$ cat config.mk
export PLATFORM = sky130hd
export DESIGN_NAME = positional_insert_erase_list
export DESIGN_NICKNAME = d
export VERILOG_FILES = /design/src/rtl/pil_pkg.sv /design/src/rtl/pil_cell.sv /design/src/rtl/positional_insert_erase_list.sv
export SDC_FILE = /design/constraint.sdc
export NUM_CORES = 1
export LEC_CHECK = 0
export ABC_CLOCK_PERIOD_IN_PS = 5600
export BUFFER_PORTS_ARGS = -buffer_cell sky130_fd_sc_hd__buf_4
export CAP_MARGIN = 30
export CORE_MARGIN = 5
export CORE_UTILIZATION = 33
export DETAILED_ROUTE_END_ITERATION = 16
export HOLD_SLACK_MARGIN = 0.12
export PLACE_DENSITY_LB_ADDON = 0.12
export SLEW_MARGIN = 20
export SYNTH_ARGS = -nofsm -noshare
export SYNTH_HDL_FRONTEND = slang
export SYNTH_SLANG_ARGS = --single-unit
$ cat constraint.sdc
create_clock -name aclk -period 5.6 [get_ports aclk]
set_input_delay 0.28 -clock aclk [delete_from_list [all_inputs] [get_ports aclk]]
set_output_delay 0.28 -clock aclk [all_outputs]
set_load 0.05 [all_outputs]
$ cat src/rtl/pil_pkg.sv
// Package for the positional insert/erase list.
// Holds the sizes, command and status codes, and the cell select type.
// No dependencies.
`default_nettype none

package pil_pkg;

    localparam int DEPTH       = 16;
    localparam int VALUE_WIDTH = 32;
    localparam int CMD_W       = 2;
    localparam int POS_W       = 5;
    localparam int WORD_W      = 32;
    localparam int STATUS_W    = 2;
    localparam int LEN_W       = 5;
    localparam int CNT_W       = $clog2(DEPTH + 1);
    localparam int CMP_W       = (CNT_W > POS_W) ? CNT_W : POS_W;

    typedef logic [VALUE_WIDTH-1:0] value_t;
    typedef logic [CNT_W-1:0]       count_t;
    typedef logic [CMP_W-1:0]       cmp_t;

    typedef enum logic [CMD_W-1:0] {
        CMD_APPEND = 2'd0,
        CMD_READ   = 2'd1,
        CMD_ERASE  = 2'd2,
        CMD_INSERT = 2'd3
    } cmd_t;

    typedef enum logic [STATUS_W-1:0] {
        ST_OK    = 2'd0,
        ST_RANGE = 2'd1,
        ST_FULL  = 2'd2
    } status_t;

    typedef enum logic [1:0] {
        SEL_HOLD      = 2'd0,
        SEL_LOAD      = 2'd1,
        SEL_FROM_LOW  = 2'd2,
        SEL_FROM_HIGH = 2'd3
    } cell_sel_t;

endpackage

`default_nettype wire

$ cat src/rtl/pil_cell.sv
// One storage cell of the positional insert/erase list.
// Holds one word and loads a new word or a neighbor's word; uses pil_pkg.
`default_nettype none

module pil_cell
    import pil_pkg::*;
(
    input  wire logic      aclk,
    input  wire cell_sel_t sel,
    input  wire value_t    new_value,
    input  wire value_t    low_value,
    input  wire value_t    high_value,
    output value_t         data
);

    value_t data_reg;

    always_ff @(posedge aclk) begin
        unique case (sel)
            SEL_HOLD:      data_reg <= data_reg;
            SEL_LOAD:      data_reg <= new_value;
            SEL_FROM_LOW:  data_reg <= low_value;
            SEL_FROM_HIGH: data_reg <= high_value;
            default:       data_reg <= data_reg;
        endcase
    end

    assign data = data_reg;

endmodule

`default_nettype wire

$ cat src/rtl/positional_insert_erase_list.sv
// Positional insert/erase list: a row of cells, one word each, that shift
// together to carry out append, read, erase and insert. The result is
// registered and appears in the cycle after the input transfer. Throughput: one item
// per cycle while each result is taken as it appears; a waiting result holds off the input.
// Reset (synchronous, active low) empties the list and clears the result valid flag.
// Uses pil_pkg and pil_cell.
`default_nettype none

module positional_insert_erase_list
    import pil_pkg::*;
(
    input  wire logic                aclk,
    input  wire logic                aresetn,
    input  wire logic                s_valid,
    output logic                     s_ready,
    input  wire logic [CMD_W-1:0]    s_command,
    input  wire logic [POS_W-1:0]    s_position,
    input  wire logic [WORD_W-1:0]   s_value,
    output logic                     m_valid,
    input  wire logic                m_ready,
    output logic [WORD_W-1:0]        m_read_value,
    output logic [STATUS_W-1:0]      m_status,
    output logic [LEN_W-1:0]         m_length
);

    count_t              count_reg, count_next;
    logic                m_valid_reg;
    logic [WORD_W-1:0]   m_read_value_reg, rd_next;
    status_t             m_status_reg, status_next;
    logic [LEN_W-1:0]    m_length_reg;

    value_t              new_value;
    value_t              cell_data [DEPTH];
    cell_sel_t           cell_sel  [DEPTH];
    cmd_t                cmd;
    cmp_t                pos, cnt;
    logic                accept, full, ok;

    assign s_ready   = !m_valid_reg || m_ready;
    assign accept    = s_valid && s_ready;
    assign cmd       = cmd_t'(s_command);
    assign pos       = CMP_W'(s_position);
    assign cnt       = CMP_W'(count_reg);
    assign full      = (count_reg == CNT_W'(DEPTH));
    assign new_value = VALUE_WIDTH'(s_value);

    always_comb begin
        status_next = ST_OK;
        unique case (cmd)
            CMD_APPEND: if (full) status_next = ST_FULL;
            CMD_READ:   if (pos >= cnt) status_next = ST_RANGE;
            CMD_ERASE:  if (pos >= cnt) status_next = ST_RANGE;
            CMD_INSERT: begin
                if (pos > cnt) begin
                    status_next = ST_RANGE;
                end else if (full) begin
                    status_next = ST_FULL;
                end
            end
            default:    status_next = ST_OK;
        endcase
    end

    assign ok = accept && (status_next == ST_OK);

    always_comb begin
        count_next = count_reg;
        if (ok) begin
            unique case (cmd)
                CMD_APPEND: count_next = count_reg + CNT_W'(1);
                CMD_INSERT: count_next = count_reg + CNT_W'(1);
                CMD_ERASE:  count_next = count_reg - CNT_W'(1);
                CMD_READ:   count_next = count_reg;
                default:    count_next = count_reg;
            endcase
        end
    end

    always_comb begin
        rd_next = '0;
        for (int i = 0; i < DEPTH; i++) begin
            if (CMP_W'(i) == pos) begin
                rd_next = rd_next | WORD_W'(cell_data[i]);
            end
        end
        if (cmd != CMD_READ || status_next != ST_OK) begin
            rd_next = '0;
        end
    end

    for (genvar g = 0; g < DEPTH; g++) begin : g_cell
        cmp_t   idx;
        value_t low_value, high_value;

        assign idx = CMP_W'(g);

        if (g == 0) begin : g_first
            assign low_value = new_value;
        end else begin : g_low
            assign low_value = cell_data[g-1];
        end

        if (g == DEPTH - 1) begin : g_last
            assign high_value = cell_data[g];
        end else begin : g_high
            assign high_value = cell_data[g+1];
        end

        always_comb begin
            cell_sel[g] = SEL_HOLD;
            if (ok) begin
                unique case (cmd)
                    CMD_APPEND: if (idx == cnt) cell_sel[g] = SEL_LOAD;
                    CMD_ERASE: begin
                        if (idx >= pos && (idx + CMP_W'(1)) < cnt) begin
                            cell_sel[g] = SEL_FROM_HIGH;
                        end
                    end
                    CMD_INSERT: begin
                        if (idx == pos) begin
                            cell_sel[g] = SEL_LOAD;
                        end else if (idx > pos && idx <= cnt) begin
                            cell_sel[g] = SEL_FROM_LOW;
                        end
                    end
                    CMD_READ:   cell_sel[g] = SEL_HOLD;
                    default:    cell_sel[g] = SEL_HOLD;
                endcase
            end
        end

        pil_cell u_cell (
            .aclk       (aclk),
            .sel        (cell_sel[g]),
            .new_value  (new_value),
            .low_value  (low_value),
            .high_value (high_value),
            .data       (cell_data[g])
        );
    end

    always_ff @(posedge aclk) begin
        if (!aresetn) begin
            count_reg   <= '0;
            m_valid_reg <= 1'b0;
        end else begin
            count_reg <= count_next;
            if (accept) begin
                m_valid_reg <= 1'b1;
            end else if (m_ready) begin
                m_valid_reg <= 1'b0;
            end
        end
    end

    always_ff @(posedge aclk) begin
        if (accept) begin
            m_read_value_reg <= rd_next;
            m_status_reg     <= status_next;
            m_length_reg     <= LEN_W'(count_next);
        end
    end

    assign m_valid      = m_valid_reg;
    assign m_read_value = m_read_value_reg;
    assign m_status     = m_status_reg;
    assign m_length     = m_length_reg;

endmodule

`default_nettype wire

; ---- Word-level counts from Yosys, hierarchy flattened
; Cells that the tools add are included.
; Widths: inputs -> output; s select.
[totals]
regBits = 557
n_memories = 0
output_inout_bits = 41
latch_bits = 0
input_bits = 43
mem_bits_ro = 0
ram_bits = 0
elab_cells = 386
[classes]
n_bitwise = 15
n_mux = 136
magnitude_cmp = 66
addsub = 2
n_shift = 0
multipliers = 0
div_mod_pow = 0
n_reduce_logical = 63
n_eq_ne = 83
[op_table]
columns = op, count
row1 = $pmux 32 s3, 14
row2 = $mux 32, 16
row3 = $or 32x32->32, 15
row4 = $mux 2, 66
row5 = $pmux 2 s4, 16
row6 = $pmux 32 s2, 2
row7 = $eq 4x5->1 const A, 16
row8 = $eq 2x2->1 const B, 34
row9 = $eq 3x5->1 const A, 8
row10 = $ge 4x5->1 const A, 8
row11 = $gt 4x5->1 const A, 8
row12 = $le 4x5->1 const A, 8
row13 = $lt 4x5->1 const A, 8
row14 = $logic_not 2->1, 18
row15 = $eq 2x1->1 const B, 17
row16 = $logic_and 1x1->1, 34
row17 = $eq 2x5->1 const A, 4
row18 = $ge 3x5->1 const A, 4
row19 = $gt 3x5->1 const A, 4
row20 = $le 3x5->1 const A, 4
row21 = $lt 3x5->1 const A, 4
row22 = $mux 1, 19
row23 = $pmux 5 s3, 1
row24 = $eq 1x5->1 const A, 2
row25 = other kinds (22), 35

; ---- Depth between registers and ports, before layout
; Gate-level depths: netlist (run 1).
[depth]
ltp_word = 32
depth_mapped = 17
depth_no_buf = 10

; ---- Cells and area by module
; A second synthesis (run 1) with hierarchy kept.
[hier_totals]
hier_cells = 3096
hier_area_um2 = 33275.7
[by_module_without_submodules]
columns = mod, n_inst, area_per_inst_um2, seq_area_each_um2, cells_each
row1 = pil_cell, 16, 1672.9, 960.9, 140
row2 = positional_insert_erase_list, 1, 6510.0, 1291.2, 856

; ---- Worst setup path after synthesis (run 1)
; Ideal clock, no wire load.
[synth_timing]
path_kind = flip-flop to flip-flop
start = reg m_valid_reg, in the netlist m_valid
end = reg g_cell[6].u_cell.data_reg[0] (enable)
slack_ps = 319
arrival_time_ps = 4816
synth_period_minus_slack_ps = 5281
path_stages_with_launch = 6
path_buffers = 0
setup_ps = 466
t_required_ps = 5134
cell_sequence = dfxtp_1 -> nand2b_1 -> and2_1 -> and2_1 -> nand3_1 -> o21ai_0
[synth_via]
elab_chain_cells = 6
[synth_lines]
columns = item, line
row1 = "start, declared", positional_insert_erase_list.sv:27  ; logic m_valid_reg;
row2 = "start signal, assigned", positional_insert_erase_list.sv:145  ; m_valid_reg <= 1'b0;
row3 = "start signal, assigned", positional_insert_erase_list.sv:149  ; m_valid_reg <= 1'b1;
row4 = "start signal, assigned", positional_insert_erase_list.sv:151  ; m_valid_reg <= 1'b0;
row5 = $logic_not 1->1, positional_insert_erase_list.sv:39  ; assign s_ready = !m_valid_reg || m_ready;
row6 = $logic_or 1x1->1, positional_insert_erase_list.sv:39
row7 = via s_ready, positional_insert_erase_list.sv:15  ; output logic s_ready,
row8 = $logic_and 1x1->1, positional_insert_erase_list.sv:40  ; assign accept = s_valid && s_ready;
row9 = via accept, positional_insert_erase_list.sv:37  ; logic accept, full, ok;
row10 = $logic_and 1x1->1, positional_insert_erase_list.sv:64  ; assign ok = accept && (status_next == ST_OK);
row11 = $mux 2, positional_insert_erase_list.sv:111  ; if (ok) begin
row12 = $logic_not 2->1, pil_cell.sv:19  ; unique case (sel)
row13 = "end signal, assigned", pil_cell.sv:20  ; SEL_HOLD: data_reg <= data_reg;
row14 = "end signal, assigned", pil_cell.sv:21  ; SEL_LOAD: data_reg <= new_value;
row15 = "end signal, assigned", pil_cell.sv:22  ; SEL_FROM_LOW: data_reg <= low_value;
row16 = "end, declared", pil_cell.sv:16  ; value_t data_reg;
; The timed path passes the listed nets, and every way through them passes these cells.
; A chain may end at the register's enable or synchronous reset.

; ---- Worst setup path after layout (run 1)
[layout_timing]
start = reg count_reg[1], in the netlist cnt[1]
end = reg g_cell[11].u_cell.data_reg[25] (data pin)
[layout_via]
elab_cells_between_ends = 24
cone_classes = order compare: 4 / eq/ne: 5 / mux: 11 / reduce/logical: 4
[layout_lines]
columns = item, line
row1 = "start, declared", positional_insert_erase_list.sv:26  ; count_t count_reg, count_next;
row2 = "start signal, assigned", positional_insert_erase_list.sv:147  ; count_reg <= count_next;
row3 = $gt 5x5->1 / $ge 5x5->1 (equally long branches), "positional_insert_erase_list.sv:54, positional_insert_erase_list.sv:51, positional_insert_erase_list.sv:52"
row4 = $mux 2 / $mux 1 (equally long branches), "positional_insert_erase_list.sv:54, positional_insert_erase_list.sv:51, positional_insert_erase_list.sv:52"
row5 = $pmux 2 s3 (*), positional_insert_erase_list.sv:49  ; unique case (cmd)
row6 = via status_next[0], positional_insert_erase_list.sv:29  ; status_t m_status_reg, status_next;
row7 = $logic_not 2->1 (*), positional_insert_erase_list.sv:64
row8 = $logic_and 1x1->1 (*), positional_insert_erase_list.sv:64
row9 = $mux 2 (*), positional_insert_erase_list.sv:111
row10 = $eq 2x2->1 / $eq 2x1->1 (equally long branches), pil_cell.sv:19
row11 = $pmux 32 s3 (*), pil_cell.sv:19
row12 = "end signal, assigned", pil_cell.sv:20
row13 = "end signal, assigned", pil_cell.sv:21
row14 = "end signal, assigned", pil_cell.sv:22
row15 = "end, declared", pil_cell.sv:16
; Mark *: on every way through the listed nets, which the timed path passes. The rest lies on a longest branch.

==> impl_metrics.toml, run 1 <==
[outcome]
outcome = "finished, final reports clean"

[synth]
syn_avg_cell_area_um2 = 12.2
ys_warn_count = 0
netlist_area_mm2 = 0.0345
synth_ff_type = "edfxtp_1"
syn_nets = 2892
synth_cells = 2834
async_reset_ff_frac = 0
synth_edf_count = 551
synth_seq_area_share = 0.483
ys_types = 89
yosys_register_bits = 557

[clock_network]
cts_setup_buffers = 0
numCtsBuffers = 72
clock_latency_ps = 650
cts_num_sinks = 557
cts.htree.levels = 3
cts_tree = "built"
clk_pin_slew_ps = 60
clockBufferDepth = 3
ctsRootBufferMaster = "clkbuf_16"

[critical_path]
cp.required_ps = 5980
crit_path_start_kind = "flop"
rr_worst_depth = 11
crit_path_end_kind = "flop"
path_class = "flop to flop"
regToRegEndpoint = "g_cell[11].u_cell.data[25]$_DFFE_PP_"
regToRegSetupSlack_ps = 640
crit_fanout = 39
regToRegStartpoint = "cnt[1]$_SDFF_PN0_"
crit_arrival_ps = 5340

[floorplan]
num_rows = 118
pin_count = 84
die_h_um = 334
core_area_mm2 = 0.104
start_util = 0.333
die_width_um = 334
die_area_mm2 = 0.111

[timing]
rsz0062_at_grt = "no"
worstMarginPinSlew_ps = 1040
drv_slew = 0
setup_tns_ps = 0
finalCritPeriodShare = 0.886
fin_ws_ps = 641
hold_viol = 0
slew_headroom = 0.303
max_freq_mhz = 202
fin_skew_ps = 22.1
setup_viol = 0
period_needed_ps = 4960
whs_ps = 472

[min_path]
hold_depth = 4
hold_start = "s_command[0]"
hold_class = "input port to flop"
hold_end = "cnt[1]$_SDFF_PN0_"

[drt]
drt_wl_total_mm = 154
ant_nets = 0
firstDrtPassIters = 6
wl_per_cell_um = 36.1
viasPerCell = 6.45
drt_iter0_markers = 3525
post-route-drc-count = 0
vias = 27580

[final_layout]
largest_reg_flops = 512
syn_to_final_growth_pct = 15.0
fin_cells = 4275
multi_input_area_mm2 = 0.0167
regArea_mm2 = 0.0167
drive_above_1_share = 0.309
filler_cell_count = 9879
fin_nets = 2894

[global_routing]
grt_first_pass_wirelength_mm = 216
antenna_found_initial = 3
grt_max_degree = 94
grt_overflow_total = 0
grt_use_total = 0.268
first_global_vias = 27967

[power_and_ir_drop]
finalPower_mw = 10.5
peakVddDrop_uv = 178
p_leak_nw = 12.8
power_density_mw_per_mm2 = 266

[placed_design]
place_ws_ps = 765
dp_cells = 4104
dp_hpwl_mm = 94.5
port_buffers = 83
place_congestion = 0.868

[flow_run]
maxCapViolCount = 0
## layout make-up
cell class | instances | area share
multi-input cells | 1937 | 0.421
flip-flops and latches | 557 | 0.420
repair buffers | 236 | 0.0549
clock buffers | 91 | 0.0480
well taps | 1380 | 0.0435
clock inverters | 41 | 0.00977
inverters | 32 | 0.00306
diodes | 1 | 0.0000630
## worst max-delay path, cell delays in order (launching register included)
cell	delay [ps]
dfxtp_1	870
inv_1	300
ha_1	380
and4_1	220
a311oi_1	130
nand2_2	160
buf_4	610
clkinv_1	480
nor4_4	350
buf_4	310
buf_4	460
mux2_2	400
## kinds of logic after synthesis
kind of cell,share of synthesized area
flops,0.483
fa+ha+maj,0.00543
simple gates,0.0759
mux,0.259
buf+inv,0.0435
xor+xnor,0.000761
compound gates,0.133
## through the flow
step | instance area, µm² | utilization
floorplan | 34500 | -
global placement | 36800 | 0.355
detailed placement | 37000 | 0.357
CTS | 39700 | 0.382
global route | 39700 | 0.382
finish | 39700 | 0.383
## cell usage in the layout, fill, tap and decap left out, types with 6 or more instances in the layout
master	netlist	layout
a21o_1	8	6
a21oi_1	26	22
a221oi_1	67	67
a22o_1	34	34
a31oi_1	98	98
a32o_1	94	94
and2_1	15	7
and2_2	0	11
and3_1	18	15
buf_12	0	14
buf_16	0	7
buf_4	29	179
bufinv_16	0	6
clkbuf_1	180	17
clkbuf_16	0	73
clkinv_1	1	20
clkinv_2	0	8
dfxtp_1	6	6
dlygate4sd3_1	0	35
edfxtp_1	551	551
ha_1	15	14
inv_1	31	29
mux2_1	73	73
mux2_2	506	506
mux2i_1	243	243
nand2_1	166	163
nand3_1	158	157
nand4_1	37	37
nor2_1	18	14
nor3_1	38	37
nor3_4	1	8
o211ai_1	129	129
o21ai_0	54	53
## what timing repair did
item,in CTS,in global routing
gates resized for setup,0,0
hold endpoints to repair,344,0
hold buffers,35,0
## worst max path at each step
| stage | start | to | slack [ps] | cells after the start |
|---|---|---|---|---|
| finish | cnt[1]$_SDFF_PN0_ | g_cell[11].u_cell.data[25]$_DFFE_PP_ | 640 | 11 |
| global route | cnt[1]$_SDFF_PN0_ | g_cell[11].u_cell.data[25]$_DFFE_PP_ | 510 | 11 |
| CTS | cnt[1]$_SDFF_PN0_ | g_cell[11].u_cell.data[25]$_DFFE_PP_ | 740 | 11 |
| detailed placement | cnt[1]$_SDFF_PN0_ | g_cell[11].u_cell.data[25]$_DFFE_PP_ | 770 | 11 |
| global placement | cnt[1]$_SDFF_PN0_ | g_cell[11].u_cell.data[28]$_DFFE_PP_ | 770 | 11 |
| floorplan | m_valid$_SDFFE_PN0P_ | g_cell[6].u_cell.data[0]$_DFFE_PP_ | 320 | 5 |
## routing by layer
| layer | global-route usage | wire length (µm) | share of wire | vias up |
|---|---|---|---|---|
| li1 | - | - | - | 11334 |
| met1 | 0.359 | 63300 | 0.41 | 14098 |
| met2 | 0.418 | 68900 | 0.45 | 1737 |
| met3 | 0.0547 | 14500 | 0.094 | 409 |
| met4 | 0.120 | 7750 | 0.050 | 2 |
| met5 | 0 | 7 | 0.000045 | - |
## power breakdown
part,switching [mW],internal [mW]
logic,0.752,0.404
registers,0.0623,4.68
clock network,1.95,2.69
## synth_stat cells (5+ instances only)
library cell,instances,area share
o21ai_1,5,0.00072
buf_4,29,0.0063
a221oi_1,67,0.017
a22o_1,34,0.0086
a21o_1,8,0.0017
nand4_1,37,0.0067
o21ai_0,54,0.0078
o211ai_1,129,0.028
ha_1,15,0.0054
a31oi_1,98,0.018
buf_1,16,0.0017
nand2_1,166,0.018
o21bai_1,5,0.0011
a21oi_1,26,0.0038
nor3_2,8,0.0023
buf_2,79,0.011
dfxtp_1,6,0.0035
nor3_1,38,0.0055
a32o_1,94,0.027
nor2b_1,7,0.0013
mux2_2,506,0.16
mux2_1,73,0.024
a22oi_1,5,0.0011
mux2i_1,243,0.070
and2_1,15,0.0027
nand3_1,158,0.023
o21a_1,6,0.0013
inv_1,31,0.0034
edfxtp_1,551,0.48
and3_1,18,0.0033
and4_1,6,0.0015
clkbuf_1,180,0.020
nor2_1,18,0.0020
Note: power is estimated with default switching activity, not from simulation.
==> run 2: changes to the inputs <==
Settings changed: ABC_AREA set to 1.
==> run 2 against run 1 <==
Fmax rose by 22%. Utilization fell by 0.71 points. Clock power decreased by 5.2%. Sequential share of layout area grew 2.4 points. Final cell count grew 23%. Power rose by 0.51%. Hold slack got worse by 310 ps. Combinational power is 15% higher. Sequential power grew 2%. Via count increased by 19%. Register-to-register slack gained 900 ps. Critical endpoint is now g_cell[9].u_cell.data[15]$_DFFE_PP_.
==> impl_metrics.toml, run 2 <==
[outcome]
outcome = "finished, final reports clean"

[final_layout]
antennaDiodeCount = 0
drive_above_1_share = 0.105
syn_to_final_growth_pct = 13.1
fin_nets = 3966
final_common_cell = "nand3_1"
final_cell_mix = "nand3_1 (1448), nand2_1 (825), edfxtp_1 (551)"
largest_reg_flops = 512

[drt]
wl_met3_mm = 19.1
wl_per_cell_um = 32.7
firstDrtPassIters = 5
dr.max_layer_used = "met5"
viasPerCell = 6.22
wl_met1_mm = 66.3
drt_iter0_markers = 4538
drt_wl_total_mm = 172
wl_met2_mm = 75.5
ant_nets = 0
vias = 32703
post-route-drc-count = 0

[min_path]
hold_start = "s_value[29]"
hold_depth = 3
hold_class = "input port to flop"
hold_end = "g_cell[3].u_cell.data[29]$_DFFE_PP_"

[synth]
ys_types = 54
synth_ff_type = "edfxtp_1"
syn_avg_cell_area_um2 = 8.37
netlist_area_mm2 = 0.0332
synth_top_area_frac = 0.498
ys_warn_count = 0
synth_seq_area_share = 0.502
syn_nets = 4022
async_reset_ff_frac = 0
synth.most_common_cell = "nand3_1"
synth_edf_count = 551
yosysTopAreaCell = "edfxtp_1"
synth_cells = 3964
netlist_top_cells_count = "nand3_1 (1448), nand2_1 (829), edfxtp_1 (551), buf_2 (173), nor2_1 (167)"
yosys_register_bits = 557
synth_area_leaders = "edfxtp_1 (50%), nand3_1 (22%), nand2_1 (9.4%), buf_2 (2.6%), nor2_1 (1.9%)"

[clock_network]
clockBufferDepth = 3
cts_tree = "built"
cts_num_sinks = 557
cts.htree.levels = 3
clk_pin_slew_ps = 60
clock_latency_ps = 640
numCtsBuffers = 71
ctsRootBufferMaster = "clkbuf_16"
cts_setup_buffers = 0

[placed_design]
port_buffers = 83
dp_hpwl_mm = 103
place_ws_ps = 1660
place_congestion = 0.932

[timing]
rsz0062_at_grt = "no"
fin_ws_ps = 1540
drv_slew = 0
finalCritPeriodShare = 0.725
fin_skew_ps = 26.3
period_needed_ps = 4060
worstMarginPinSlew_ps = 1070
setup_tns_ps = 0
max_freq_mhz = 246
setup_viol = 0
slew_headroom = 0.287
hold_viol = 0

[critical_path]
regToRegEndpoint = "g_cell[9].u_cell.data[15]$_DFFE_PP_"
crit_path_end_kind = "flop"
rr_worst_depth = 16
crit_fanout = 42
regToRegStartpoint = "cnt[2]$_SDFF_PN0_"
crit_arrival_ps = 4560
regToRegSetupSlack_ps = 1540
crit_path_start_kind = "flop"
path_class = "flop to flop"
cp.required_ps = 6100

[global_routing]
grt_overflow_total = 0
grt_first_pass_wirelength_mm = 239
first_global_vias = 30711
antenna_found_initial = 5
grt_max_degree = 65
grt_use_total = 0.310

[floorplan]
die_h_um = 327
pin_count = 84
die_area_mm2 = 0.107
die_width_um = 327
num_rows = 116
start_util = 0.332
core_area_mm2 = 0.100

[flow_run]
maxCapViolCount = 0

[power_and_ir_drop]
p_leak_nw = 14.4
power_density_mw_per_mm2 = 282
peakVddDrop_uv = 154
run 2: cell types whose count changed in the layout (fill, tap and decap cells not counted), sizes merged, moves of 160 or more:
| cell | previous run | this run |
|---|---|---|
| nand2 | 166 | 843 |
| nand3 | 158 | 1453 |
| mux2 | 579 | 6 |
| inv | 34 | 194 |
| mux2i | 243 | 1 |
| nor2 | 18 | 192 |
run 2: critical path, cell delays in order (launching register included):
cell and delay, ps:
dfxtp_1 550, inv_1 230, ha_1 350, nand2_1 60
nor2_1 120, nand2_1 90, nand3_1 80, nand2_1 50
nand2_1 70, nand2_2 80, nand2_2 90, nand3_4 270
buf_12 320, nor2_4 560, buf_4 610, nand3_1 180
nand3_1 100
run 2: worst max-delay path by stage:
stage,start,end,slack [ps],cells after the start
after CTS,cnt[2]$_SDFF_PN0_,g_cell[9].u_cell.data[27]$_DFFE_PP_,1620,16
after global placement,cnt[4]$_SDFF_PN0_,g_cell[9].u_cell.data[8]$_DFFE_PP_,1730,16
after global routing,cnt[4]$_SDFF_PN0_,g_cell[9].u_cell.data[2]$_DFFE_PP_,1270,16
after floorplan,cnt[4]$_SDFF_PN0_,g_cell[13].u_cell.data[0]$_DFFE_PP_,1610,15
after detailed placement,cnt[2]$_SDFF_PN0_,g_cell[9].u_cell.data[8]$_DFFE_PP_,1660,16
final,cnt[2]$_SDFF_PN0_,g_cell[9].u_cell.data[15]$_DFFE_PP_,1540,16
run 2: where the power goes:
part	internal (mW)	leakage, nW	switching [mW]
Clock	2.45	1.03	1.96
Sequential	4.75	5.08	0.111
Combinational	0.317	8.32	1.01
run 2: through the flow:
step	instance area, µm²	power (mW)	hold slack, ps	instances	utilization
floorplan	33200	5.64	407	3964	-
global placement	35000	6.21	537	5094	0.350
detailed placement	35100	6.21	530	5100	0.351
CTS	37500	10.6	121	5258	0.375
global route	37500	10.9	151	5259	0.375
finish	37500	10.6	165	5259	0.375
run 2: logic make-up (layout without fill, tap and decap cells):
| family | count (synthesis) | after routing | synth area share |
|---|---|---|---|
| AOI/OAI and AO/OA | 315 | 315 | 0.0632 |
| buffers and inverters | 544 | 541 | 0.0698 |
| adders and majority gates | 15 | 15 | 0.00565 |
| muxes | 7 | 7 | 0.00234 |
| DFF | 557 | 557 | 0.502 |
| and+or+nand+nor | 2526 | 2526 | 0.357 |
run 2: repair_timing:
action | CTS | global route
endpoints found under the hold margin | 316 | 0
gates resized for setup | 0 | 0
hold buffers | 32 | 0
run 2: per-layer routing:
layer	track usage	vias up
li1	-	13965
met1	0.402	15817
met2	0.481	2342
met3	0.0719	573
met4	0.167	6
met5	0.00996	-
run 2: area by class of cell:
| cell class | count | area, µm² |
|---|---|---|
| fillers | 10207 | 62500 |
| inverters | 193 | 724 |
| multi-input cells | 2863 | 14500 |
| flip-flops and latches | 557 | 16700 |
| clock buffers | 91 | 1870 |
| clock inverters | 35 | 231 |
| well taps | 1298 | 1620 |
| repair buffers | 222 | 1910 |
